`src/rtl/core/phr_pkg.sv`:
```
// Package for the pixel hit resolve block: register codes, configuration
// struct and the command/status structs between controller and datapath.
// No dependencies.
`default_nettype none

package phr_pkg;

  localparam int FRAC_BITS_DEF = 16;
  localparam int DIST_W        = 32;
  localparam int COL_W         = 8;
  localparam int CFG_IDX_W     = 3;
  localparam int CFG_DATA_W    = 16;
  localparam int SUM_W         = 48;
  localparam int SUM_FRAC      = 16;

  typedef enum logic [CFG_IDX_W-1:0] {
    REG_MODE = 3'd0,
    REG_CONC = 3'd1,
    REG_LOSS = 3'd2,
    REG_MAXC = 3'd3
  } phr_reg_t;

  typedef struct packed {
    logic        mode;
    logic [15:0] conc;
    logic [15:0] loss;
    logic [7:0]  maxc;
  } phr_cfg_t;

  typedef struct packed {
    logic load;
    logic mul1;
    logic mul2;
    logic acc;
    logic emit;
  } phr_cmd_t;

  typedef struct packed {
    logic last;
    logic out_busy;
  } phr_sts_t;

endpackage

`default_nettype wire

```
`src/rtl/core/phr_ctrl.sv`:
```
// Controller state machine of the pixel hit resolve block. Sequences one
// record through load, two multiply steps, accumulate and finish. Uses phr_pkg.
`default_nettype none

module phr_ctrl
  import phr_pkg::*;
(
  input  wire logic     clk,
  input  wire logic     rst_n,
  input  wire logic     in_valid,
  output logic          in_ready,
  input  wire phr_sts_t sts,
  output phr_cmd_t      cmd
);

  typedef enum logic [2:0] {
    S_IDLE,
    S_MUL1,
    S_MUL2,
    S_ACC,
    S_FIN
  } state_t;

  state_t state_r, state_nxt;
  logic   in_ready_r, in_ready_nxt;

  always_comb begin
    state_nxt = state_r;
    case (state_r)
      S_IDLE: if (in_valid) state_nxt = S_MUL1;
      S_MUL1: state_nxt = S_MUL2;
      S_MUL2: state_nxt = S_ACC;
      S_ACC:  state_nxt = S_FIN;
      // A last record waits here while the previous result is still unread.
      S_FIN:  if (!(sts.last && sts.out_busy)) state_nxt = S_IDLE;
      default: state_nxt = S_IDLE;
    endcase
    in_ready_nxt = (state_nxt == S_IDLE);
  end

  always_ff @(posedge clk) begin
    if (!rst_n) begin
      state_r    <= S_IDLE;
      in_ready_r <= 1'b1;
    end else begin
      state_r    <= state_nxt;
      in_ready_r <= in_ready_nxt;
    end
  end

  assign in_ready = in_ready_r;

  always_comb begin
    cmd      = '0;
    cmd.load = in_valid && in_ready_r;
    cmd.mul1 = (state_r == S_MUL1);
    cmd.mul2 = (state_r == S_MUL2);
    cmd.acc  = (state_r == S_ACC);
    cmd.emit = (state_r == S_FIN) && sts.last && !sts.out_busy;
  end

  a_ready_idle: assert property (@(posedge clk) disable iff (!rst_n)
    in_ready_r |-> state_r == S_IDLE)
    else $error("in_ready outside idle");

  a_accept_starts: assert property (@(posedge clk) disable iff (!rst_n)
    cmd.load |=> state_r == S_MUL1)
    else $error("accepted record did not start");

  a_fin_hold: assert property (@(posedge clk) disable iff (!rst_n)
    state_r == S_FIN && sts.last && sts.out_busy |=> state_r == S_FIN)
    else $error("last record left finish while output busy");

endmodule

`default_nettype wire

```
`config.mk`:
```
export PLATFORM = sky130hd
export DESIGN_NAME = phr_ctrl
export DESIGN_NICKNAME = d
export VERILOG_FILES = /design/src/rtl/core/phr_pkg.sv /design/src/rtl/core/phr_ctrl.sv
export SDC_FILE = /design/constraint.sdc
export NUM_CORES = 1
export LEC_CHECK = 0
export BUFFER_PORTS_ARGS = -buffer_cell sky130_fd_sc_hd__buf_4
export CAP_MARGIN = 40
export CORE_AREA = 2 2 39 41
export CTS_CLUSTER_SIZE = 30
export DETAILED_ROUTE_END_ITERATION = 6
export DIE_AREA = 0 0 41 43
export GPL_TIMING_DRIVEN = 0
export HOLD_SLACK_MARGIN = 0.03
export PLACE_DENSITY = 0.44
export RECOVER_POWER = 50
export SLEW_MARGIN = 25
export SYNTH_ARGS = -nofsm -noshare
export SYNTH_HDL_FRONTEND = slang
export SYNTH_SLANG_ARGS = --single-unit
```
`constraint.sdc`:
```
create_clock -name clk -period 1 [get_ports clk]
set_input_delay 0.2 -clock clk [delete_from_list [all_inputs] [get_ports clk]]
set_output_delay 0.2 -clock clk [all_outputs]
set_load 0.05 [all_outputs]
```
# Word level (Yosys, flattened, before mapping)
# Index checks and enable logic that the tools add are counted.
# Widths: inputs -> output; s select.
dict set report totals {
  regBits 4
}
dict set report classes {
  eq_ne 4
  mux 3
  reduce_logical 7
}
# op n
set op_table {}
lappend op_table {{$pmux 3 s5} 1}
lappend op_table {{$eq 3x2->1 const B} 2}
lappend op_table {{$logic_not 3->1} 2}
lappend op_table {{$mux 3} 2}
lappend op_table {{$logic_and 1x1->1} 4}
lappend op_table {{$eq 3x1->1 const B} 1}
lappend op_table {{$eq 3x3->1 const B} 1}
lappend op_table {{$logic_not 1->1} 1}

# Logic depth before layout (Yosys ltp)
# Gate-level depths: netlist of the first run.
dict set report logic_depth {
  ltp_word 4
  ltp_mapped 3
  mapped_depth_nobuf 3
}

# Worst setup path after synthesis of the first run
# No wires, ideal clock.
dict set report synth_timing {
  path_kind {register to output}
  from {register state_r[0]}
  to {output cmd[3] (netlist bit)}
  t_arrival_ns 1.571
  slack_ns -0.771
  path_stages_with_launch 2
  path_buffers 0
  path_cell_list {dfxtp_1 -> nor3b_1}
}
# element line_no
set synth_rtl {}
lappend synth_rtl {{from (decl)} phr_ctrl.sv:24} ;# state_t state_r, state_nxt;
lappend synth_rtl {{from (signal assigned)} phr_ctrl.sv:46} ;# state_r <= state_nxt;
lappend synth_rtl {{to (decl)} phr_ctrl.sv:13} ;# output phr_cmd_t cmd

==> parameters.txt, run 1 <==
Parameter                              Value

Layout
  Commonest cells after routing, fill and taps aside    8 x sky130_fd_sc_hd__buf_4, 4 x sky130_fd_sc_hd__buf_6, 3 x sky130_fd_sc_hd__clkbuf_4, 3 x sky130_fd_sc_hd__buf_8, 3 x sky130_fd_sc_hd__dfxtp_4
  Layout Area Growth over Synthesis    141%
  Final antenna diode count    0
  Fraction of final layout cells with drive strength greater than 1    83.3%
  Post-layout nets    43
  Filler cell count in the final layout    around 150
  Most common cell after layout, fill and taps aside    sky130_fd_sc_hd__buf_4

Setup path
  Cell with the largest stage delay on the worst path    sky130_fd_sc_hd__dfxtp_4
  Kind of start point of the critical path    register
  Kind of end point of the critical path    output port
  Maximum fanout encountered on the critical timing path    5
  CP peak stage delay    350 ps
  Critical path required time    800 ps
  Cell breakdown of the critical path    nand4bb_4, nor2_4, buf_8
  CP arrival    ~1100 ps
  CP Class    reg -> out

Worst hold path
  Class of the tightest hold or removal check    in -> reg

Logic synthesis
  Sequential area share after synthesis    43.0%
  Share of synthesized cell area in full adder, half adder and majority cells    0%
  Net count of the mapped netlist    23
  Count of mapped cells out of synthesis    18
  Post-synthesis compound-gate area fraction    8.05%
  Synthesized area divided by synthesized cell count    just over 10 um2
  Synthesized flop and latch total    4
  Count of distinct cell types in the synthesized netlist    11
  XOR/XNOR share of the synthesized area    4.70%
  Largest family of logic cells by synthesized area    simple AND/OR/NAND/NOR gates
  Ys Warns    0
  Multiplexer fraction of the synthesized cell area    0%
  Area of the mapped netlist    186 um2
  Synthesized-area fraction occupied by and/or/nand/nor cells    44.3%

Clocking
  Root cell of the clock tree    sky130_fd_sc_hd__clkbuf_4
  Total clock buffers created by CTS    3
  Sinks on the clock net    4
  CTS tree    done
  Number of buffers added to fix hold violations after cts    0
  Clk slew on worst S/H paths    roughly 40 ps
  H-tree lvl count    1
  Clock insertion delay at the later pin of the skew report    230 ps
  Worst-case clock buffer depth    2

Run
  Maxcap violations    0

Detailed routing
  Average wire per cell in the routed design    about 10 um
  Top metal layer carrying routed signals    met3
  Routed length on met1    between 200 and 250 um
  Total met2 wirelength after detailed routing    262 um
  Starting DRC count in detailed routing    5
  DR WL met3    53 um
  Total length of routed wires    530 um
  Final routed DRC violation total    0
  Post-DRT Antenna Nets    0
  Vias    199
  Via density    3.83
  Number of detailed-route iterations in the first pass    4

Global route
  Total gr overflow    0
  Global-route usage over all layers    7.75%
  Number of global-route vias before repair    215
  Antenna violations before repair    0
  First-pass GRT wire length    855 um
  Pin count of the biggest net entering global routing    6

Timing
  Minimum setup slack in the final design    -280 ps
  Max-slew violation total from the final report    0
  Fin crit period    1280 ps
  Setup clock skew after layout    1.96 ps
  Transition time at the pin with the least slew margin    280 ps
  Max Clock Freq    781 MHz
  Final TNS setup    -1120 ps
  Period Utilization, post-route    128%
  Setup violation total in the final timing report    7
  Unrepaired setup endpoints after global routing    true
  Max-slew headroom at the worst pin    81.2%
  Hold Violations, Final    0

Pwr
  Max IR drop VDD    0.600 mV
  Reported leakage power    0.000178 uW
  Total power density per cell area    1440 nW/um2

Floorplanning
  Cell Rows    14
  Top-level port count    11
  DIE HEIGHT    43 um
  Die extent in x    about 41 um
  Std-Cell Core Area    ~1400 um2
  Die outline area    1760 um2
  Starting density of the core    a little over an eighth

Placed design
  Minimum setup slack after placement    -120 ps
  Final HPWL DP    341 um
  Final Wtd Congestion    0.528
  Buffers added on ports    10

Status
  Violated checks    negative setup slack
  Status    complete, but fails checks
==> final cells by class <==
cell class / instances / area (um2) / area share [%]
tap: 16 / 20.0 / 4.46
sequential: 4 / 92.6 / 20.6
multi-input combinational: 14 / 164 / 36.5
timing repair buffer: 15 / 150 / 33.4
clock buffer: 3 / 22.5 / 5.01
==> final timing paths <==
kind / start / end / slack (ps) / depth (start not counted)
worst min register to register: state_r[0]$_SDFF_PN0_ / state_r[0]$_SDFF_PN0_ / 590 / 2
worst max register to register: state_r[1]$_SDFF_PN0_ / in_ready$_SDFF_PN1_ / -180 / 5
worst min-delay path: rst_n / state_r[2]$_SDFF_PN0_ / 240 / 2
worst max-delay path: state_r[1]$_SDFF_PN0_ / cmd[0] / -280 / 3
==> worst max-delay path: cells and delay by family (launching register included) <==
family                 cells  cell delay (ps)
buffers and inverters      1              150
and+or+nand+nor            2              350
DFF                        1              350
==> sequential cells by signal, summed over array words and instances, names as in the netlist <==
register / flops
state_r: 3
in_ready: 1
==> cells by family (layout without fill, tap and decap cells) <==
family                    Yosys count  in the layout
DFF                                 4              4
and+or+nand+nor                    12             12
buffers and inverters               0             18
xor gates and xnor gates            1              1
AOI/OAI and AO/OA                   1              1
==> what timing repair did <==
action,in CTS,in global routing
pin swaps,4,0
cloned,0,0
buffers inserted,4,1
gates resized for setup,10,2
endpoints found under the setup margin,5,7
==> layer usage <==
| layer | up-vias | track usage (%) |
|---|---|---|
| met5 | - | 0 |
| met4 | 0 | 6.00 |
| met3 | 0 | 4.71 |
| met2 | 13 | 10.3 |
| met1 | 86 | 8.41 |
| li1 | 100 | - |
==> Yosys cell counts <==
cell type / number / area (um2)
sky130_fd_sc_hd__nand2_1: 1 / 3.75
sky130_fd_sc_hd__o2bb2ai_2: 1 / 15.0
sky130_fd_sc_hd__nor3b_1: 2 / 15.0
sky130_fd_sc_hd__xnor2_1: 1 / 8.76
sky130_fd_sc_hd__and3b_1: 1 / 8.76
sky130_fd_sc_hd__and2_1: 1 / 6.26
sky130_fd_sc_hd__nand4bb_1: 1 / 11.3
sky130_fd_sc_hd__nand2b_1: 1 / 6.26
sky130_fd_sc_hd__nor3_2: 2 / 20.0
sky130_fd_sc_hd__dfxtp_1: 4 / 80.1
sky130_fd_sc_hd__nor2_1: 3 / 11.3
==> per-stage QoR <==
stage	hold WS, ps	instances	util [%]	cell area [um2]	total power [uW]
floorplan	335	18	-	246	356
global placement	463	44	24.7	342	415
detailed placement	464	44	24.7	342	417
CTS	221	51	31.7	439	664
global route	235	52	32.5	449	693
finish	244	52	32.5	449	648
==> report_power, final <==
| part | internal, uW | switching [uW] |
|---|---|---|
| registers | 180 | 21.9 |
| clock network | 134 | 61.2 |
| logic | 118 | 133 |
| total | 432 | 217 |
No activity file was read; power rests on OpenSTA's default activity.
==> run 2: changes to the inputs <==
Settings changed: BUFFER_PORTS_ARGS -buffer_cell sky130_fd_sc_hd__buf_4 to not set, DONT_BUFFER_PORTS set to 1, PLACE_DENSITY 0.44 to 0.36.
==> parameters.txt, run 2 (synthesis results as in run 1) <==
Parameter                              Value

Setup path
  Maximum fanout encountered on the critical timing path    5
  CP Class    reg -> out
  Family of cells with the greatest summed delay on the critical path    simple AND/OR/NAND/NOR gates
  Cell breakdown of the critical path    nor3b_4
  Endpoint of the most critical register-to-register path    in_ready$_SDFF_PN1_
  Buffer and inverter count on the worst path    0
  Worst reg2reg setup slack    -130 ps
  Cell with the largest stage delay on the worst path    sky130_fd_sc_hd__nor3b_4
  Critical path required time    roughly 800 ps
  R2r worst-path depth    3
  Kind of end point of the critical path    output port
  CP peak stage delay    520 ps
  Kind of start point of the critical path    register
  CP arrival    about 1100 ps
  Worst reg2reg path startpoint    state_r[2]$_SDFF_PN0_

Clocking
  Worst-case clock buffer depth    2
  Clk slew on worst S/H paths    roughly 40 ps
  Clock insertion delay at the later pin of the skew report    230 ps
  CTS tree    done
  Root cell of the clock tree    sky130_fd_sc_hd__clkbuf_4
  Sinks on the clock net    4
  Total clock buffers created by CTS    3
  H-tree lvl count    1

Worst hold path
  Worst min-delay path endpoint    state_r[2]$_SDFF_PN0_
  Class of the tightest hold or removal check    in -> reg
  Worst min-delay path startpoint    rst_n
  Instance count along the most critical hold path    1

Detailed routing
  Average wire per cell in the routed design    9.95 um
  Number of detailed-route iterations in the first pass    1
  Vias    156
  Via density    roughly 3.8
  Starting DRC count in detailed routing    0
  Post-DRT Antenna Nets    0
  Final routed DRC violation total    0
  Total length of routed wires    408 um

Timing
  Unrepaired setup endpoints after global routing    true
  Transition time at the pin with the least slew margin    between 500 and 600 ps
  Max-slew headroom at the worst pin    61.5%
  Setup clock skew after layout    5.18 ps
  Fin crit period    approximately 1300 ps
  Period Utilization, post-route    132%
  Minimum setup slack in the final design    -324 ps
  Setup violation total in the final timing report    7
  Worst Hold Slack    ~110 ps
  Max Clock Freq    approximately 760 MHz
  Hold Violations, Final    0
  Max-slew violation total from the final report    0
  Final TNS setup    -1570 ps

Floorplanning
  DIE HEIGHT    approximately 43 um
  Cell Rows    14
  Std-Cell Core Area    1380 um2
  Top-level port count    11
  Die extent in x    41 um
  Die outline area    1760 um2
  Starting density of the core    13.5%

Global route
  First-pass GRT wire length    641 um
  Antenna violations before repair    0
  Routing layer with the top usage in global route    met4
  Total gr overflow    0
  Global-route usage over all layers    6.24%
  Met3 layer usage reported by global route    4.71%
  M1 GR Usage    5.83%
  Pin count of the biggest net entering global routing    7
  Met2 track utilization from global routing    7.19%
  Number of global-route vias before repair    162

Layout
  Final antenna diode count    0
  Largest reg by FF count    state_r
  Final core occ    between 20% and 30%
  Layout Area Growth over Synthesis    70.5%
  Commonest cells after routing, fill and taps aside    3 x sky130_fd_sc_hd__clkbuf_4, 3 x sky130_fd_sc_hd__buf_4, 3 x sky130_fd_sc_hd__dfxtp_4
  Flip-flop count of the largest register, all copies and words added    3
  Post-layout nets    31
  Fraction of final layout cells with drive strength greater than 1    between 70% and 80%

Pwr
  Internal Dissipation    390 uW
  Switching power share of the total    between 30% and 40%
  Total design power    592 uW
  Relative contribution of sequential cells to total power    about two fifths
  Reported leakage power    between 0.0001 and 0.00015 uW
  Total power density per cell area    1860 nW/um2
  Comb pwr share    24.4%
  Clock power frac    36.7%
  Max IR drop VDD    0.393 mV
  Switching power    202 uW

Placed design
  Final HPWL DP    between 300 and 400 um
  Buffers added on ports    0
  Minimum setup slack after placement    -137 ps
  Final Wtd Congestion    0.558

Run
  Maxcap violations    0

Status
  Status    complete, but fails checks
  Violated checks    negative setup slack
## run 2: cell count changes in the layout (fill, tap and decap cells not counted)
cell	change
sky130_fd_sc_hd__nor3_1	-1
sky130_fd_sc_hd__clkbuf_1	+1
sky130_fd_sc_hd__buf_8	-3
sky130_fd_sc_hd__nor3_2	+1
sky130_fd_sc_hd__o2bb2ai_4	-1
sky130_fd_sc_hd__buf_6	-4
sky130_fd_sc_hd__buf_4	-5
sky130_fd_sc_hd__o2bb2ai_2	+1
## run 2: layout make-up
| type | instances | area (um2) |
|---|---|---|
| clock buffers | 4 | 26.3 |
| multi-input cells | 14 | 156 |
| flip-flops and latches | 4 | 92.6 |
| repair buffers | 3 | 22.5 |
| fillers | 157 | 1070 |
| well taps | 16 | 20.0 |
## run 2: how the worst max path moves through the flow
stage | startpoint | to | depth (start not counted)
2_1_floorplan | state_r[0]$_SDFF_PN0_ | cmd[3] | 1
3_3_place_gp | state_r[2]$_SDFF_PN0_ | in_ready$_SDFF_PN1_ | 3
3_5_place_dp | state_r[2]$_SDFF_PN0_ | in_ready$_SDFF_PN1_ | 3
4_1_cts | state_r[0]$_SDFF_PN0_ | cmd[3] | 1
5_1_grt | state_r[1]$_SDFF_PN0_ | cmd[0] | 2
6_report | state_r[1]$_SDFF_PN0_ | cmd[2] | 1
## run 2: power by group through the flow
stage | Clock (uW) | Sequential (uW) | Combinational [uW]
finish | 217 | 230 | 145
global route | 245 | 234 | 151
CTS | 230 | 234 | 140
detailed placement | 0 | 237 | 130
global placement | 0 | 238 | 130
floorplan | 0 | 232 | 123
## run 2: repair_timing
action,CTS,global route
resized for setup,2,0
endpoints found under the setup margin,7,7
hold buffers,0,0
pin swaps,3,0
buffers inserted,2,1
## run 2: routing by layer
metal / wire length, um / part of all wire [%] / vias to the layer above
met5: 0 / 0 / -
met4: 0 / 0 / 0
met3: 57 / 14 / 0
met2: 193 / 47 / 8
met1: 157 / 38 / 69
li1: - / - / 79
## run 2: stage by stage
step	cells	instance area (um2)
2_1_floorplan	18	246
3_3_place_gp	34	267
3_5_place_dp	34	267
4_1_cts	40	313
5_1_grt	41	318
6_report	41	318
