### config.mk
export PLATFORM = sky130hd
export DESIGN_NAME = phr_cfg_regs
export DESIGN_NICKNAME = d
export VERILOG_FILES = /design/src/rtl/core/phr_pkg.sv /design/src/rtl/core/phr_cfg_regs.sv
export SDC_FILE = /design/constraint.sdc
export NUM_CORES = 1
export LEC_CHECK = 0
export BUFFER_PORTS_ARGS = -buffer_cell sky130_fd_sc_hd__buf_2
export CAP_MARGIN = 20
export CORE_MARGIN = 2
export CORE_UTILIZATION = 37
export CTS_BUF_LIST = sky130_fd_sc_hd__clkbuf_8
export CTS_CLUSTER_SIZE = 20
export DETAILED_ROUTE_END_ITERATION = 12
export GPL_TIMING_DRIVEN = 0
export SYNTH_ARGS = -nofsm -noshare
export SYNTH_HDL_FRONTEND = slang
export SYNTH_SLANG_ARGS = --single-unit
### constraint.sdc
create_clock -name clk -period 1.2 [get_ports clk]
set_input_delay 0.06 -clock clk [delete_from_list [all_inputs] [get_ports clk]]
set_output_delay 0.06 -clock clk [all_outputs]
set_load 0.01 [all_outputs]
### src/rtl/core/phr_pkg.sv
// Package for the pixel hit resolve block: register codes, configuration
// struct and the command/status structs between controller and datapath.
// No dependencies.
`default_nettype none

package phr_pkg;

  localparam int FRAC_BITS_DEF = 16;
  localparam int DIST_W        = 32;
  localparam int COL_W         = 8;
  localparam int CFG_IDX_W     = 3;
  localparam int CFG_DATA_W    = 16;
  localparam int SUM_W         = 48;
  localparam int SUM_FRAC      = 16;

  typedef enum logic [CFG_IDX_W-1:0] {
    REG_MODE = 3'd0,
    REG_CONC = 3'd1,
    REG_LOSS = 3'd2,
    REG_MAXC = 3'd3
  } phr_reg_t;

  typedef struct packed {
    logic        mode;
    logic [15:0] conc;
    logic [15:0] loss;
    logic [7:0]  maxc;
  } phr_cfg_t;

  typedef struct packed {
    logic load;
    logic mul1;
    logic mul2;
    logic acc;
    logic emit;
  } phr_cmd_t;

  typedef struct packed {
    logic last;
    logic out_busy;
  } phr_sts_t;

endpackage

`default_nettype wire

### src/rtl/core/phr_cfg_regs.sv
// Configuration register file of the pixel hit resolve block.
// Depends on phr_pkg for the register codes and the configuration struct.
`default_nettype none

module phr_cfg_regs
  import phr_pkg::*;
(
  input  wire logic                  clk,
  input  wire logic                  rst_n,
  input  wire logic                  cfg_valid,
  output logic                       cfg_ready,
  input  wire logic [CFG_IDX_W-1:0]  cfg_index,
  input  wire logic [CFG_DATA_W-1:0] cfg_data,
  output phr_cfg_t                   cfg
);

  phr_cfg_t cfg_r, cfg_nxt;

  assign cfg_ready = 1'b1;
  assign cfg       = cfg_r;

  always_comb begin
    cfg_nxt = cfg_r;
    if (cfg_valid) begin
      case (phr_reg_t'(cfg_index))
        REG_MODE: cfg_nxt.mode = cfg_data[0];
        REG_CONC: cfg_nxt.conc = cfg_data;
        REG_LOSS: cfg_nxt.loss = cfg_data;
        REG_MAXC: cfg_nxt.maxc = cfg_data[7:0];
        default:  cfg_nxt      = cfg_r;
      endcase
    end
  end

  always_ff @(posedge clk) begin
    if (!rst_n) begin
      cfg_r.mode <= 1'b0;
      cfg_r.conc <= 16'd256;
      cfg_r.loss <= 16'd655;
      cfg_r.maxc <= 8'd255;
    end else begin
      cfg_r <= cfg_nxt;
    end
  end

endmodule

`default_nettype wire

# Word-level counts from Yosys, hierarchy flattened
# Cells that the tools add are included.
# totals
reg_bits	41
input_bits	22
out_inout_bits	42
elab_cells	12
# op_classes
eq_ne	3
reduce_logical	5
# op_table
cell	count
2-bit AND reduction	4
3-bit by 2-bit == test with 1-bit output, second input constant	2
3-bit by 1-bit == test with 1-bit output, second input constant	1
3-bit logical NOT	1

# Longest topological paths before layout
# Gate-level depths: netlist of run 1.
# depth
depth_word	2
ltp_mapped	4
ltp_nobuf	2

# Worst setup path before layout of run 1
# Ideal clock, no wire load.
# synth_timing
path_kind	input-to-reg
startpoint	input port cfg_index[2]
endpoint	register cfg_r (netlist bit cfg[13])
t_arrival_ns	0.751
stages	4
slack_ns	0.378
required_time_ns	1.128
setup_ns	0.072
path_buffers	2
cell_sequence	and4bb_1 -> buf_6 -> buf_12 -> mux2i_1
# synth_via
elab_chain_cells	2
# synth_rtl
element	line_no	rtl
from (decl)	phr_cfg_regs.sv:12	input wire logic [CFG_IDX_W-1:0] cfg_index,
3-bit by 2-bit == test with 1-bit output	phr_cfg_regs.sv:25	case (phr_reg_t'(cfg_index))
2-bit AND reduction (no source line)	-	
to (signal assigned)	phr_cfg_regs.sv:42	cfg_r <= cfg_nxt;
to (decl)	phr_cfg_regs.sv:17	phr_cfg_t cfg_r, cfg_nxt;
# No other way between the ends.
# A chain may end at the register's enable or synchronous reset.

# Final worst setup path of run 1
# layout_timing
startpoint	register cfg_r (netlist bit cfg[27])
endpoint	output port cfg[27] (netlist name)
# layout_lines
element	line_no	rtl
to (decl)	phr_cfg_regs.sv:14	output phr_cfg_t cfg
# No word-level cell between the ends.

==> impl_summary.log, run 1 <==
INFO  metric status = finished, final reports clean
INFO  metric detail_route.wirelength = 4020 µm
INFO  metric critical_path.reg2reg.endpoint = cfg[25]
INFO  metric synthesized_area_fraction_occupied_by_adder_cells = 0
INFO  metric critical_path.top_delay_family = flip-flops
INFO  metric transition_time_of_the_tightest_slew_check_pin = around 540 ps
INFO  metric crit_start = cfg[27]
INFO  metric setup.worst_path.end = cfg[27]
INFO  metric dr.pass1.iters = 4
INFO  metric synth_top_cells_by_area = sky130_fd_sc_hd__dfxtp_1, sky130_fd_sc_hd__mux2i_1, sky130_fd_sc_hd__nand2_1
INFO  metric finalCritPeriodShare = 0.708
INFO  metric synth-edff-count = 0
INFO  metric routed_wire_length_per_instance = between 10 and 15 µm
INFO  metric fraction_of_layout_instances_using_a_drive_strength_above_1 = 0.321
INFO  metric fin_util = 0.500
INFO  metric timing.max_slew.rel_slack = 0.643
INFO  metric synth_compound_gate_area_share = 0
INFO  metric start_util = 0.389
INFO  metric post_cts.resized_instances = 0
INFO  metric clk_transition_reported_paths = 70 ps
INFO  metric synth_top_area_cell = sky130_fd_sc_hd__dfxtp_1
INFO  metric postSynthRegisterBits = 41
INFO  metric synthArstFlopShare = 0
INFO  metric setup_viol = 0
INFO  metric dieWidth = roughly 72 µm
INFO  metric grt_use_total = 0.164
INFO  metric yosysMostFrequentCell = sky130_fd_sc_hd__nand2_1
INFO  metric deepest_level_of_the_cts_h_tree = 2
INFO  metric power.ir.vdd_worst = 0.000463 V
INFO  metric cts_setup_buffers = 0
INFO  metric vias = approximately 1.4k
INFO  metric postSynth.topFlopCell = sky130_fd_sc_hd__dfxtp_1
INFO  metric cts_sinks = 41
INFO  metric clkLatencyLatePin = approximately 290 ps
INFO  metric fmax = 1180 MHz
INFO  metric numCtsBuffers = 5
INFO  metric power.density_cell_area = 1280 nW/µm²
INFO  metric hold_violations = 0
INFO  metric fin_nets = around 260
INFO  metric worst-path-stages = 1
INFO  metric placement_rows = 24
INFO  metric gr-total-overflow = 0
INFO  metric placement.io_buffers = 61
INFO  metric post-dp-hpwl = 2910 µm
INFO  metric setup.worst_path.start_class = flop
INFO  metric clockRootBuffer = sky130_fd_sc_hd__clkbuf_8
INFO  metric synth_simple_gate_area_frac = 0.215
INFO  metric ys_types = 14
INFO  metric finalInstanceArea = 2190 µm²
INFO  metric synthToLayoutAreaGrowth = 28.5%
INFO  metric cap_viol_max_count = 0
INFO  metric std_cell_core_area = between 4000 and 5000 µm²
INFO  metric critPathBufInv = 1
INFO  metric r2r_cells = 2
INFO  metric vias_in_the_first_global_route = 1,322
INFO  metric synth.cell_area = approximately 1700 µm²
INFO  metric criticalPathCategory = flop to output pin
INFO  metric die_area = roughly 5200 µm²
INFO  metric ff2ff_setup_slack = around 580 ps
INFO  metric reg_to_reg_start = cfg[25]
INFO  metric drt.antenna.violating_nets = 0
INFO  metric worstPathMaxFanout = 2
INFO  metric ys_seq_area_frac = 0.481
INFO  metric report.final.slew_viol_count = 0
INFO  metric timing.hold.worst.class = primary input to flop
INFO  metric dr.first_iter.drc_count = 64
INFO  metric synth.cells.most_frequent = sky130_fd_sc_hd__nand2_1, sky130_fd_sc_hd__dfxtp_1, sky130_fd_sc_hd__mux2i_1, sky130_fd_sc_hd__nor2b_1, sky130_fd_sc_hd__clkbuf_1
INFO  metric synth-xor-area-share = 0
INFO  metric routed_via_density = 4.72
INFO  metric fraction_of_synthesized_area_in_multiplexers = 0.241
INFO  metric fin_ws = 350 ps
INFO  metric gp_congestion = around 0.73
INFO  metric rsz_0062_raised_after_global_routing = no
INFO  metric grt_antenna_before_repair = 0
INFO  metric tritoncts_clock_tree = done
INFO  metric slowest_cell_on_the_critical_path = sky130_fd_sc_hd__dfxtp_1
INFO  metric max_stage_delay = ~360 ps
INFO  metric grt_start_max_net_pins = 13
INFO  metric drc = 0
INFO  metric layout_min_cycle_time = roughly 850 ps
INFO  metric syn_nets = 190
INFO  metric largest_reg_flops = approximately 40
INFO  metric synthesis.instances = 168
INFO  metric worstPathArrival = just under 800 ps
INFO  metric clock_tree.buffer_depth = 2
INFO  metric skew = 0 ps
INFO  metric place_worst_setup_slack = around 140 ps
INFO  metric list_of_cells_traversed_by_the_critical_path = buf_2
INFO  metric die_y = approximately 70 µm
INFO  metric design.portCount = between 60 and 70
INFO  metric cellLeakagePower = 0.948 nW
INFO  metric wire_length_of_the_first_global_routing_pass = approximately 6500 µm
INFO  metric required = ~1100 ps
INFO  metric yosysTopAreaCellShare = 0.481
INFO  metric n_antenna_cell = 0
INFO  metric holdBufCountCts = 0
INFO  metric finalSetupTns = 0 ps
INFO  metric area_post_placement = between 2000 and 2500 µm²
INFO  metric synth_top_family_by_area = multiplexers
INFO  metric avgSynthCellArea = 10.2 µm²
INFO  metric endpoint_kind = output pin
INFO  metric yosys_warnings = 0
## placed cells by master, fill, tap and decap left out
cell,n
sky130_fd_sc_hd__nor2b_1,25
sky130_fd_sc_hd__buf_4,1
sky130_fd_sc_hd__bufinv_16,1
sky130_fd_sc_hd__clkbuf_8,6
sky130_fd_sc_hd__conb_1,1
sky130_fd_sc_hd__nand2_1,42
sky130_fd_sc_hd__buf_6,2
sky130_fd_sc_hd__and4bb_1,2
sky130_fd_sc_hd__mux2i_1,41
sky130_fd_sc_hd__inv_1,1
sky130_fd_sc_hd__dfxtp_1,41
sky130_fd_sc_hd__nand4b_1,1
sky130_fd_sc_hd__buf_12,2
sky130_fd_sc_hd__and4b_1,1
sky130_fd_sc_hd__clkbuf_1,5
sky130_fd_sc_hd__nor4b_1,1
sky130_fd_sc_hd__buf_2,64
## logic make-up after synthesis
| logic type | after synthesis |
|---|---|
| buf+inv | 13 |
| simple gates | 72 |
| flops | 41 |
| mux | 41 |
| other cells | 1 |
## through the flow
stage          hold slack (ps)  cells  power, mW
6_report                  23.4    289       2.80
2_1_floorplan              202    168       1.58
3_5_place_dp               329    281       1.69
3_3_place_gp               326    281       1.69
4_1_cts                   13.9    289       2.84
5_1_grt                   15.8    289       2.91
## tightest hold or removal path: cells and delay by family
family	cells	cell delay, ps
buf+inv	1	100
mux	1	60
simple gates	1	50
## layout make-up
class,instances,area (µm²)
clock buffers,6,82.6
fillers,432,2190
repair buffers,61,305
flip-flops and latches,41,821
clock inverters,2,33.8
well taps,52,65.1
plain buffers,13,104
multi-input cells,114,781
## per-layer routing
metal,track usage,vias up,part of all wire
met5,0,-,0
met4,0.0566,0,0.015
met3,0.0431,6,0.045
met2,0.257,36,0.48
met1,0.220,640,0.46
li1,-,682,-
## worst min-delay path by stage
stage,slack [ps],startpoint,depth (start not counted),to
global placement,330,cfg_data[8],3,cfg[16]
finish,20,cfg_data[7],3,cfg[31]
CTS,10,cfg_data[8],3,cfg[16]
floorplan,200,cfg_data[8],2,cfg[16]
global route,20,cfg_data[7],3,cfg[31]
detailed placement,330,cfg_data[8],3,cfg[16]
## power breakdown
group / switching, mW / total (mW) / internal (mW)
Clock: 0.475 / 1.15 / 0.670
Combinational: 0.133 / 0.247 / 0.114
Sequential: 0.0154 / 1.41 / 1.39
Note: power is estimated with default switching activity, not from simulation.
==> inputs of run 2 (changes only) <==
--- a/config.mk
+++ b/config.mk
@@ -5,6 +5,7 @@
 export SDC_FILE = /design/constraint.sdc
 export NUM_CORES = 1
 export LEC_CHECK = 0
+export ABC_AREA = 1
 export BUFFER_PORTS_ARGS = -buffer_cell sky130_fd_sc_hd__buf_2
 export CAP_MARGIN = 20
 export CORE_MARGIN = 2
==> constraint.sdc (replaced) <==
create_clock -name clk -period 0.9 [get_ports clk]
set_input_delay 0.045 -clock clk [delete_from_list [all_inputs] [get_ports clk]]
set_output_delay 0.045 -clock clk [all_outputs]
set_load 0.01 [all_outputs]
==> run 2 against run 1 <==
- utilization is 0.89 points higher
- largest cell class unchanged
- first-iteration DRC count is 7.8% lower
- sequential power is 35% higher
==> impl_summary.log, run 2 <==
INFO  metric status = finished, final reports clean
INFO  metric finalSetupTns = 0 ps (unchanged)
INFO  metric endpoint_kind = output pin
INFO  metric wire_length_of_the_first_global_routing_pass = 6830 µm (+5.8%)
INFO  metric synth_top_area_cell = sky130_fd_sc_hd__dfxtp_1
INFO  metric detail_route.wirelength = 4090 µm (+1.7%)
INFO  metric rsz_0062_raised_after_global_routing = no
INFO  metric power.ir.vdd_worst = 0.000772 V (+67%)
INFO  metric global_route.usage.met1 = 0.229 (+0.00908)
INFO  metric ff2ff_setup_slack = 300 ps (-280 ps)
INFO  metric drt.antenna.violating_nets = 0 (unchanged)
INFO  metric slowest_cell_on_the_critical_path = sky130_fd_sc_hd__dfxtp_1
INFO  metric synth_top_cells_by_area = sky130_fd_sc_hd__dfxtp_1, sky130_fd_sc_hd__nand2_1, sky130_fd_sc_hd__nand3_1
INFO  metric criticalPathCategory = flop to output pin
INFO  metric die_area = 5090 µm² (-1.5%)
INFO  metric post-layout-total-power = 3.54 mW (+27%)
INFO  metric n_antenna_cell = 0 (unchanged)
INFO  metric clockRootBuffer = sky130_fd_sc_hd__clkbuf_8
INFO  metric die_y = 71.4 µm (-0.73%)
INFO  metric postSynth.topFlopCell = sky130_fd_sc_hd__dfxtp_1
INFO  metric synth.cells.most_frequent = sky130_fd_sc_hd__nand2_1, sky130_fd_sc_hd__nor2_1, sky130_fd_sc_hd__dfxtp_1, sky130_fd_sc_hd__nand3_1, sky130_fd_sc_hd__inv_1
INFO  metric met3_usage = 0.0591 (+0.0160)
INFO  metric critPathBufInv = 1 (unchanged)
INFO  metric setup_viol = 0 (unchanged)
INFO  metric reg_to_reg_start = cfg[40]
INFO  metric post_cts.resized_instances = 0 (unchanged)
INFO  metric clock_tree.buffer_depth = 2 (unchanged)
INFO  metric synth.cell_area = 1680 µm² (-1.5%)
INFO  metric report.final.slew_viol_count = 0 (unchanged)
INFO  metric post-dp-hpwl = 3040 µm (+4.5%)
INFO  metric dr.pass1.iters = 4 (unchanged)
INFO  metric clk_transition_reported_paths = 80 ps (about the same)
INFO  metric place_inst = 351 (+25%)
INFO  metric cts_setup_buffers = 0 (unchanged)
INFO  metric drc = 0 (unchanged)
INFO  metric crit_start = cfg[40]
INFO  metric layout.cells.most_common = sky130_fd_sc_hd__buf_2
INFO  metric syn_nets = 260 (+37%)
INFO  metric layout.cells.non_filler = 367 (+27%)
INFO  metric start_util = 0.386 (-0.00335)
INFO  metric avgSynthCellArea = 7.06 µm² (-30%)
INFO  metric required = 850 ps (-290 ps)
INFO  metric max_stage_delay = 360 ps (about the same)
INFO  metric dr.first_iter.drc_count = 59 (-7.8%)
INFO  metric gr-total-overflow = 0 (unchanged)
INFO  metric synthArstFlopShare = 0 (unchanged)
INFO  metric hold_violations = 0 (unchanged)
INFO  metric list_of_cells_traversed_by_the_critical_path = buf_2
INFO  metric largest_reg_flops = 41 (unchanged)
INFO  metric critical_path.top_delay_family = flip-flops
INFO  metric worstPathArrival = 790 ps (about the same)
INFO  metric setup.worst_path.start_class = flop
INFO  metric finalCritPeriodShare = 0.926
INFO  metric hold_start = cfg_data[2]
INFO  metric cts_sinks = 41 (unchanged)
INFO  metric placement_rows = 24 (unchanged)
INFO  metric yosysMostFrequentCell = sky130_fd_sc_hd__nand2_1
INFO  metric fin_util = 0.509 (+0.00891)
INFO  metric routed_wire_length_per_instance = 11.1 µm (-20%)
INFO  metric clkLatencyLatePin = 290 ps (about the same)
INFO  metric design.portCount = 64 (unchanged)
INFO  metric placement.io_buffers = 61 (unchanged)
INFO  metric tritoncts_clock_tree = done
INFO  metric vias_in_the_first_global_route = 1,516 (+15%)
INFO  metric postSynthRegisterBits = 41 (unchanged)
INFO  metric ys_seq_area_frac = 0.489 (+0.00753)
INFO  metric deepest_level_of_the_cts_h_tree = 2 (unchanged)
INFO  metric worstPathMaxFanout = 2 (unchanged)
INFO  metric synth-edff-count = 0 (unchanged)
INFO  metric place_worst_setup_slack = -140 ps (-276 ps)
INFO  metric numCtsBuffers = 5 (unchanged)
INFO  metric vias = 1,662 (+22%)
INFO  metric synthToLayoutAreaGrowth = 32.0%
INFO  metric cellLeakagePower = 1.15 nW (+21%)
INFO  metric holdBufCountCts = 8 (+8)
INFO  metric yosys_warnings = 0 (unchanged)
INFO  metric routed_via_density = 4.53 (-4.0%)
INFO  metric grt_util_met2 = 0.260 (+0.00309)
INFO  metric layout_min_cycle_time = 833 ps
INFO  metric grt_start_max_net_pins = 14 (+1)
INFO  metric yosysTopAreaCellShare = 0.489 (+0.00753)
INFO  metric fraction_of_layout_instances_using_a_drive_strength_above_1 = 0.260 (-0.0604)
INFO  metric std_cell_core_area = 4350 µm² (-0.68%)
INFO  metric fin_nets = 336 (+30%)
INFO  metric layout_common_cells = sky130_fd_sc_hd__buf_2, sky130_fd_sc_hd__nand2_1, sky130_fd_sc_hd__nor2_1, sky130_fd_sc_hd__nand3_1, sky130_fd_sc_hd__dfxtp_1
INFO  metric grt_antenna_before_repair = 0 (unchanged)
INFO  metric grt_use_total = 0.171 (+0.00662)
INFO  metric ys_types = 15 (+1)
INFO  metric fmax = roughly 1200 MHz
INFO  metric gp_congestion = 0.727 (-0.93%)
INFO  metric skew = 0 ps (unchanged)
INFO  metric cap_viol_max_count = 0 (unchanged)
INFO  metric dieWidth = 71.4 µm (-0.73%)
INFO  metric power.density_cell_area = 1600 nW/µm² (+25%)
INFO  metric top_usage_layer = met2
INFO  metric synthesis.instances = 238 (+42%)
INFO  metric fin_ws = 66.6 ps (-284 ps)
INFO  metric timing.hold.worst.class = primary input to flop
-- run 2: metal layers --
metal	vias up	share of wire
li1	881	-
met3	0	0.070
met5	-	0
met4	0	0
met2	49	0.45
met1	732	0.48
-- run 2: per-stage QoR --
step / hold slack, ps / area, µm²
2_1_floorplan: 158 / 1680
3_3_place_gp: 270 / 2050
3_5_place_dp: 270 / 2050
4_1_cts: 1.44 / 2220
5_1_grt: 5.00 / 2220
6_report: 7.08 / 2220
-- run 2: kinds of logic after synthesis --
group | Yosys count | synth area share
AND/OR/NAND/NOR | 162 | 0.411
buffers and inverters | 33 | 0.0954
flip-flops | 41 | 0.489
other | 1 | 0.00223
AO/OA/AOI/OAI | 1 | 0.00298
-- run 2: layout make-up --
| class | count | area, µm² |
|---|---|---|
| clock inverter | 3 | 17.5 |
| tap | 52 | 65.1 |
| multi-input combinational | 164 | 698 |
| inverter | 20 | 75.1 |
| timing repair buffer | 69 | 385 |
| clock buffer | 5 | 68.8 |
| buffer | 13 | 85.1 |
| sequential | 41 | 821 |
| fill | 454 | 2140 |
-- run 2: power by group --
group          total, mW  internal (mW)  switching (mW)
Combinational      0.467          0.195           0.272
Sequential          1.91           1.88          0.0299
Clock               1.17          0.535           0.634
-- run 2: worst paths after layout --
path              to  depth (start not counted)
max          cfg[40]                          1
max reg2reg  cfg[40]                          2
min          cfg[10]                          3
min reg2reg  cfg[11]                          2
==> inputs of run 3 (changes only) <==
--- a/config.mk
+++ b/config.mk
@@ -6,14 +6,16 @@
 export NUM_CORES = 1
 export LEC_CHECK = 0
 export ABC_AREA = 1
+export ABC_CLOCK_PERIOD_IN_PS = 900
 export BUFFER_PORTS_ARGS = -buffer_cell sky130_fd_sc_hd__buf_2
 export CAP_MARGIN = 20
-export CORE_MARGIN = 2
+export CORE_MARGIN = 1
 export CORE_UTILIZATION = 37
 export CTS_BUF_LIST = sky130_fd_sc_hd__clkbuf_8
 export CTS_CLUSTER_SIZE = 20
 export DETAILED_ROUTE_END_ITERATION = 12
 export GPL_TIMING_DRIVEN = 0
+export REMOVE_ABC_BUFFERS = 1
 export SYNTH_ARGS = -nofsm -noshare
 export SYNTH_HDL_FRONTEND = slang
 export SYNTH_SLANG_ARGS = --single-unit
==> run 3 against run 2 <==
- utilization shrank 0.49 points
- first-iteration DRC count increased by 12%
- hold slack worse by 1.7 ps
- highest routed layer is now met4
- non-clock buffer count down 7
- sequential cell count did not move
- register-to-register slack is essentially flat
- largest power group unchanged
- sequential share of layout area increased by 0.36 points
- maximum frequency down 0.88%
- final cell count fell by 1.9%
- sequential power about the same
- critical endpoint is now cfg[27]
==> impl_summary.log, run 3 (same netlist as run 2, synthesis figures left out) <==
INFO  metric status = finished, final reports clean
INFO  metric required = 850 ps (about the same)
INFO  metric transition_time_of_the_tightest_slew_check_pin = 712 ps
INFO  metric critPathBufInv = 1 (unchanged)
INFO  metric gp_congestion = 0.746 (+2.6%)
INFO  metric routed_wire_length_per_instance = 11.5 µm (+3.0%)
INFO  metric criticalPathCategory = flop to output pin
INFO  metric grt_start_max_net_pins = 42 (+28)
INFO  metric die_area = 4810 µm² (-5.5%)
INFO  metric top_usage_layer = met2
INFO  metric slowest_cell_on_the_critical_path = sky130_fd_sc_hd__dfxtp_1
INFO  metric gr-total-overflow = 0 (unchanged)
INFO  metric layout_min_cycle_time = 841 ps (+7.42 ps)
INFO  metric power.ir.vdd_worst = 0.000732 V (-5.2%)
INFO  metric fin_ws = 59.2 ps (-7.42 ps)
INFO  metric vias_in_the_first_global_route = 1,472 (-2.9%)
INFO  metric largest_reg_flops = 41 (unchanged)
INFO  metric std_cell_core_area = 4350 µm² (unchanged)
INFO  metric drc = 0 (unchanged)
INFO  metric clkLatencyLatePin = 290 ps (about the same)
INFO  metric design.portCount = 64 (unchanged)
INFO  metric cts_sinks = 41 (unchanged)
INFO  metric routed_via_density = 4.58 (+1.1%)
INFO  metric skew = 0 ps (unchanged)
INFO  metric finalCritPeriodShare = 0.934 (+0.00824)
INFO  metric global_route.usage.met1 = 0.209 (-0.0195)
INFO  metric worstPathMaxFanout = 2 (unchanged)
INFO  metric max_stage_delay = 360 ps (about the same)
INFO  metric tritoncts_clock_tree = done
INFO  metric power.density_cell_area = 1610 nW/µm² (+0.56%)
INFO  metric numCtsBuffers = 5 (unchanged)
INFO  metric post-dp-hpwl = 2720 µm (-11%)
INFO  metric placement.io_buffers = 62 (+1.6%)
INFO  metric endpoint_kind = output pin
INFO  metric layout_common_cells = sky130_fd_sc_hd__buf_2, sky130_fd_sc_hd__nand2_1, sky130_fd_sc_hd__nor2_1, sky130_fd_sc_hd__nand3_1, sky130_fd_sc_hd__dfxtp_1
INFO  metric fin_nets = 329 (-2.1%)
INFO  metric deepest_level_of_the_cts_h_tree = 2 (unchanged)
INFO  metric hold_violations = 0 (unchanged)
INFO  metric critical_path.top_delay_family = flip-flops
INFO  metric layout.cells.non_filler = 360 (-1.9%)
INFO  metric detail_route.wirelength = 4130 µm (+1.0%)
INFO  metric setup.worst_path.start_class = flop
INFO  metric report.final.slew_viol_count = 0 (unchanged)
INFO  metric dr.first_iter.drc_count = 66 (+12%)
INFO  metric synthToLayoutAreaGrowth = 30.7%
INFO  metric list_of_cells_traversed_by_the_critical_path = buf_2
INFO  metric setup_viol = 0 (unchanged)
INFO  metric dieWidth = 69.4 µm (-2.8%)
INFO  metric timing.hold.worst.class = primary input to flop
INFO  metric clk_transition_reported_paths = 80 ps (about the same)
INFO  metric clock_tree.buffer_depth = 2 (unchanged)
INFO  metric timing.max_slew.rel_slack = 0.525
INFO  metric place_worst_setup_slack = -723 ps (-583 ps)
INFO  metric fraction_of_layout_instances_using_a_drive_strength_above_1 = 0.260 (-0.000577)
INFO  metric met3_usage = 0.0392 (-0.0198)
INFO  metric clockRootBuffer = sky130_fd_sc_hd__clkbuf_8
INFO  metric grt_util_met2 = 0.304 (+0.0439)
INFO  metric dr.pass1.iters = 4 (unchanged)
INFO  metric cellLeakagePower = 1.13 nW (-0.94%)
INFO  metric grt_antenna_before_repair = 0 (unchanged)
INFO  metric vias = 1,649 (-0.78%)
INFO  metric start_util = 0.386 (unchanged)
INFO  metric wire_length_of_the_first_global_routing_pass = 6760 µm (-1.0%)
INFO  metric n_antenna_cell = 0 (unchanged)
INFO  metric die_y = 69.4 µm (-2.8%)
INFO  metric placement_rows = 24 (unchanged)
INFO  metric fmax = 1190 MHz (-0.88%)
INFO  metric place_inst = 340 (-3.1%)
INFO  metric rsz_0062_raised_after_global_routing = no
INFO  metric drt.antenna.violating_nets = 0 (unchanged)
INFO  metric worstPathArrival = 800 ps (about the same)
INFO  metric layout.cells.most_common = sky130_fd_sc_hd__buf_2
INFO  metric grt_use_total = 0.177 (+0.00658)
INFO  metric cap_viol_max_count = 0 (unchanged)
run 3: cell types whose count changed in the layout (fill, tap and decap cells not counted):
| cell | previous run | this run |
|---|---|---|
| sky130_fd_sc_hd__dlygate4sd3_1 | 8 | 9 |
| sky130_fd_sc_hd__buf_6 | 3 | 0 |
| sky130_fd_sc_hd__clkbuf_1 | 5 | 0 |
| sky130_fd_sc_hd__buf_8 | 0 | 1 |
| sky130_fd_sc_hd__nor2_1 | 54 | 52 |
| sky130_fd_sc_hd__clkinvlp_4 | 1 | 0 |
| sky130_fd_sc_hd__nor2_4 | 3 | 5 |
| sky130_fd_sc_hd__buf_2 | 63 | 62 |
| sky130_fd_sc_hd__inv_1 | 20 | 21 |
run 3: area by class of cell:
cell class	instances	area, µm²
fill	458	2160
clock buffer	5	68.8
timing repair buffer	75	438
inverter	20	75.1
multi-input combinational	164	713
tap	52	65.1
sequential	41	821
clock inverter	3	13.8
run 3: report_power, final:
group | internal, mW | switching, mW | total (mW)
sequential | 1.88 | 0.0287 | 1.91
combinational | 0.193 | 0.278 | 0.471
clock | 0.526 | 0.626 | 1.15
total | 2.60 | 0.933 | 3.53
run 3: timing repair:
| item | 4_1_cts | 5_1_grt |
|---|---|---|
| setup buffers | 0 | 3 |
| setup endpoints to repair | 16 | 6 |
| hold buffers | 9 | 0 |
| resized for setup | 3 | 0 |
| pin swaps | 0 | 2 |
| hold endpoints to repair | 9 | 0 |
run 3: layer usage:
| metal | part of all wire | vias up |
|---|---|---|
| li1 | - | 862 |
| met1 | 0.44 | 736 |
| met2 | 0.49 | 46 |
| met3 | 0.062 | 5 |
| met4 | 0.014 | 0 |
| met5 | 0 | - |
run 3: stage by stage:
step	power [mW]	area (µm²)	TNS, ps	hold WS (ps)	utilization
2_1_floorplan	2.17	1590	-15930	130	-
3_3_place_gp	2.36	1970	-37830	266	0.452
3_5_place_dp	2.38	1990	-12170	266	0.456
4_1_cts	3.56	2170	0	4.34	0.499
5_1_grt	3.72	2190	0	11.4	0.504
6_report	3.53	2190	0	5.40	0.504
run 3: path summary, 6_finish.rpt:
| kind | startpoint | end | slack [ps] | cells after the start |
|---|---|---|---|---|
| hold reg to reg | cfg[7] | cfg[7] | 450 | 2 |
| setup reg to reg | cfg[5] | cfg[5] | 300 | 2 |
| hold / removal | cfg_data[2] | cfg[2] | 5 | 3 |
| setup / recovery | cfg[27] | cfg[27] | 60 | 1 |
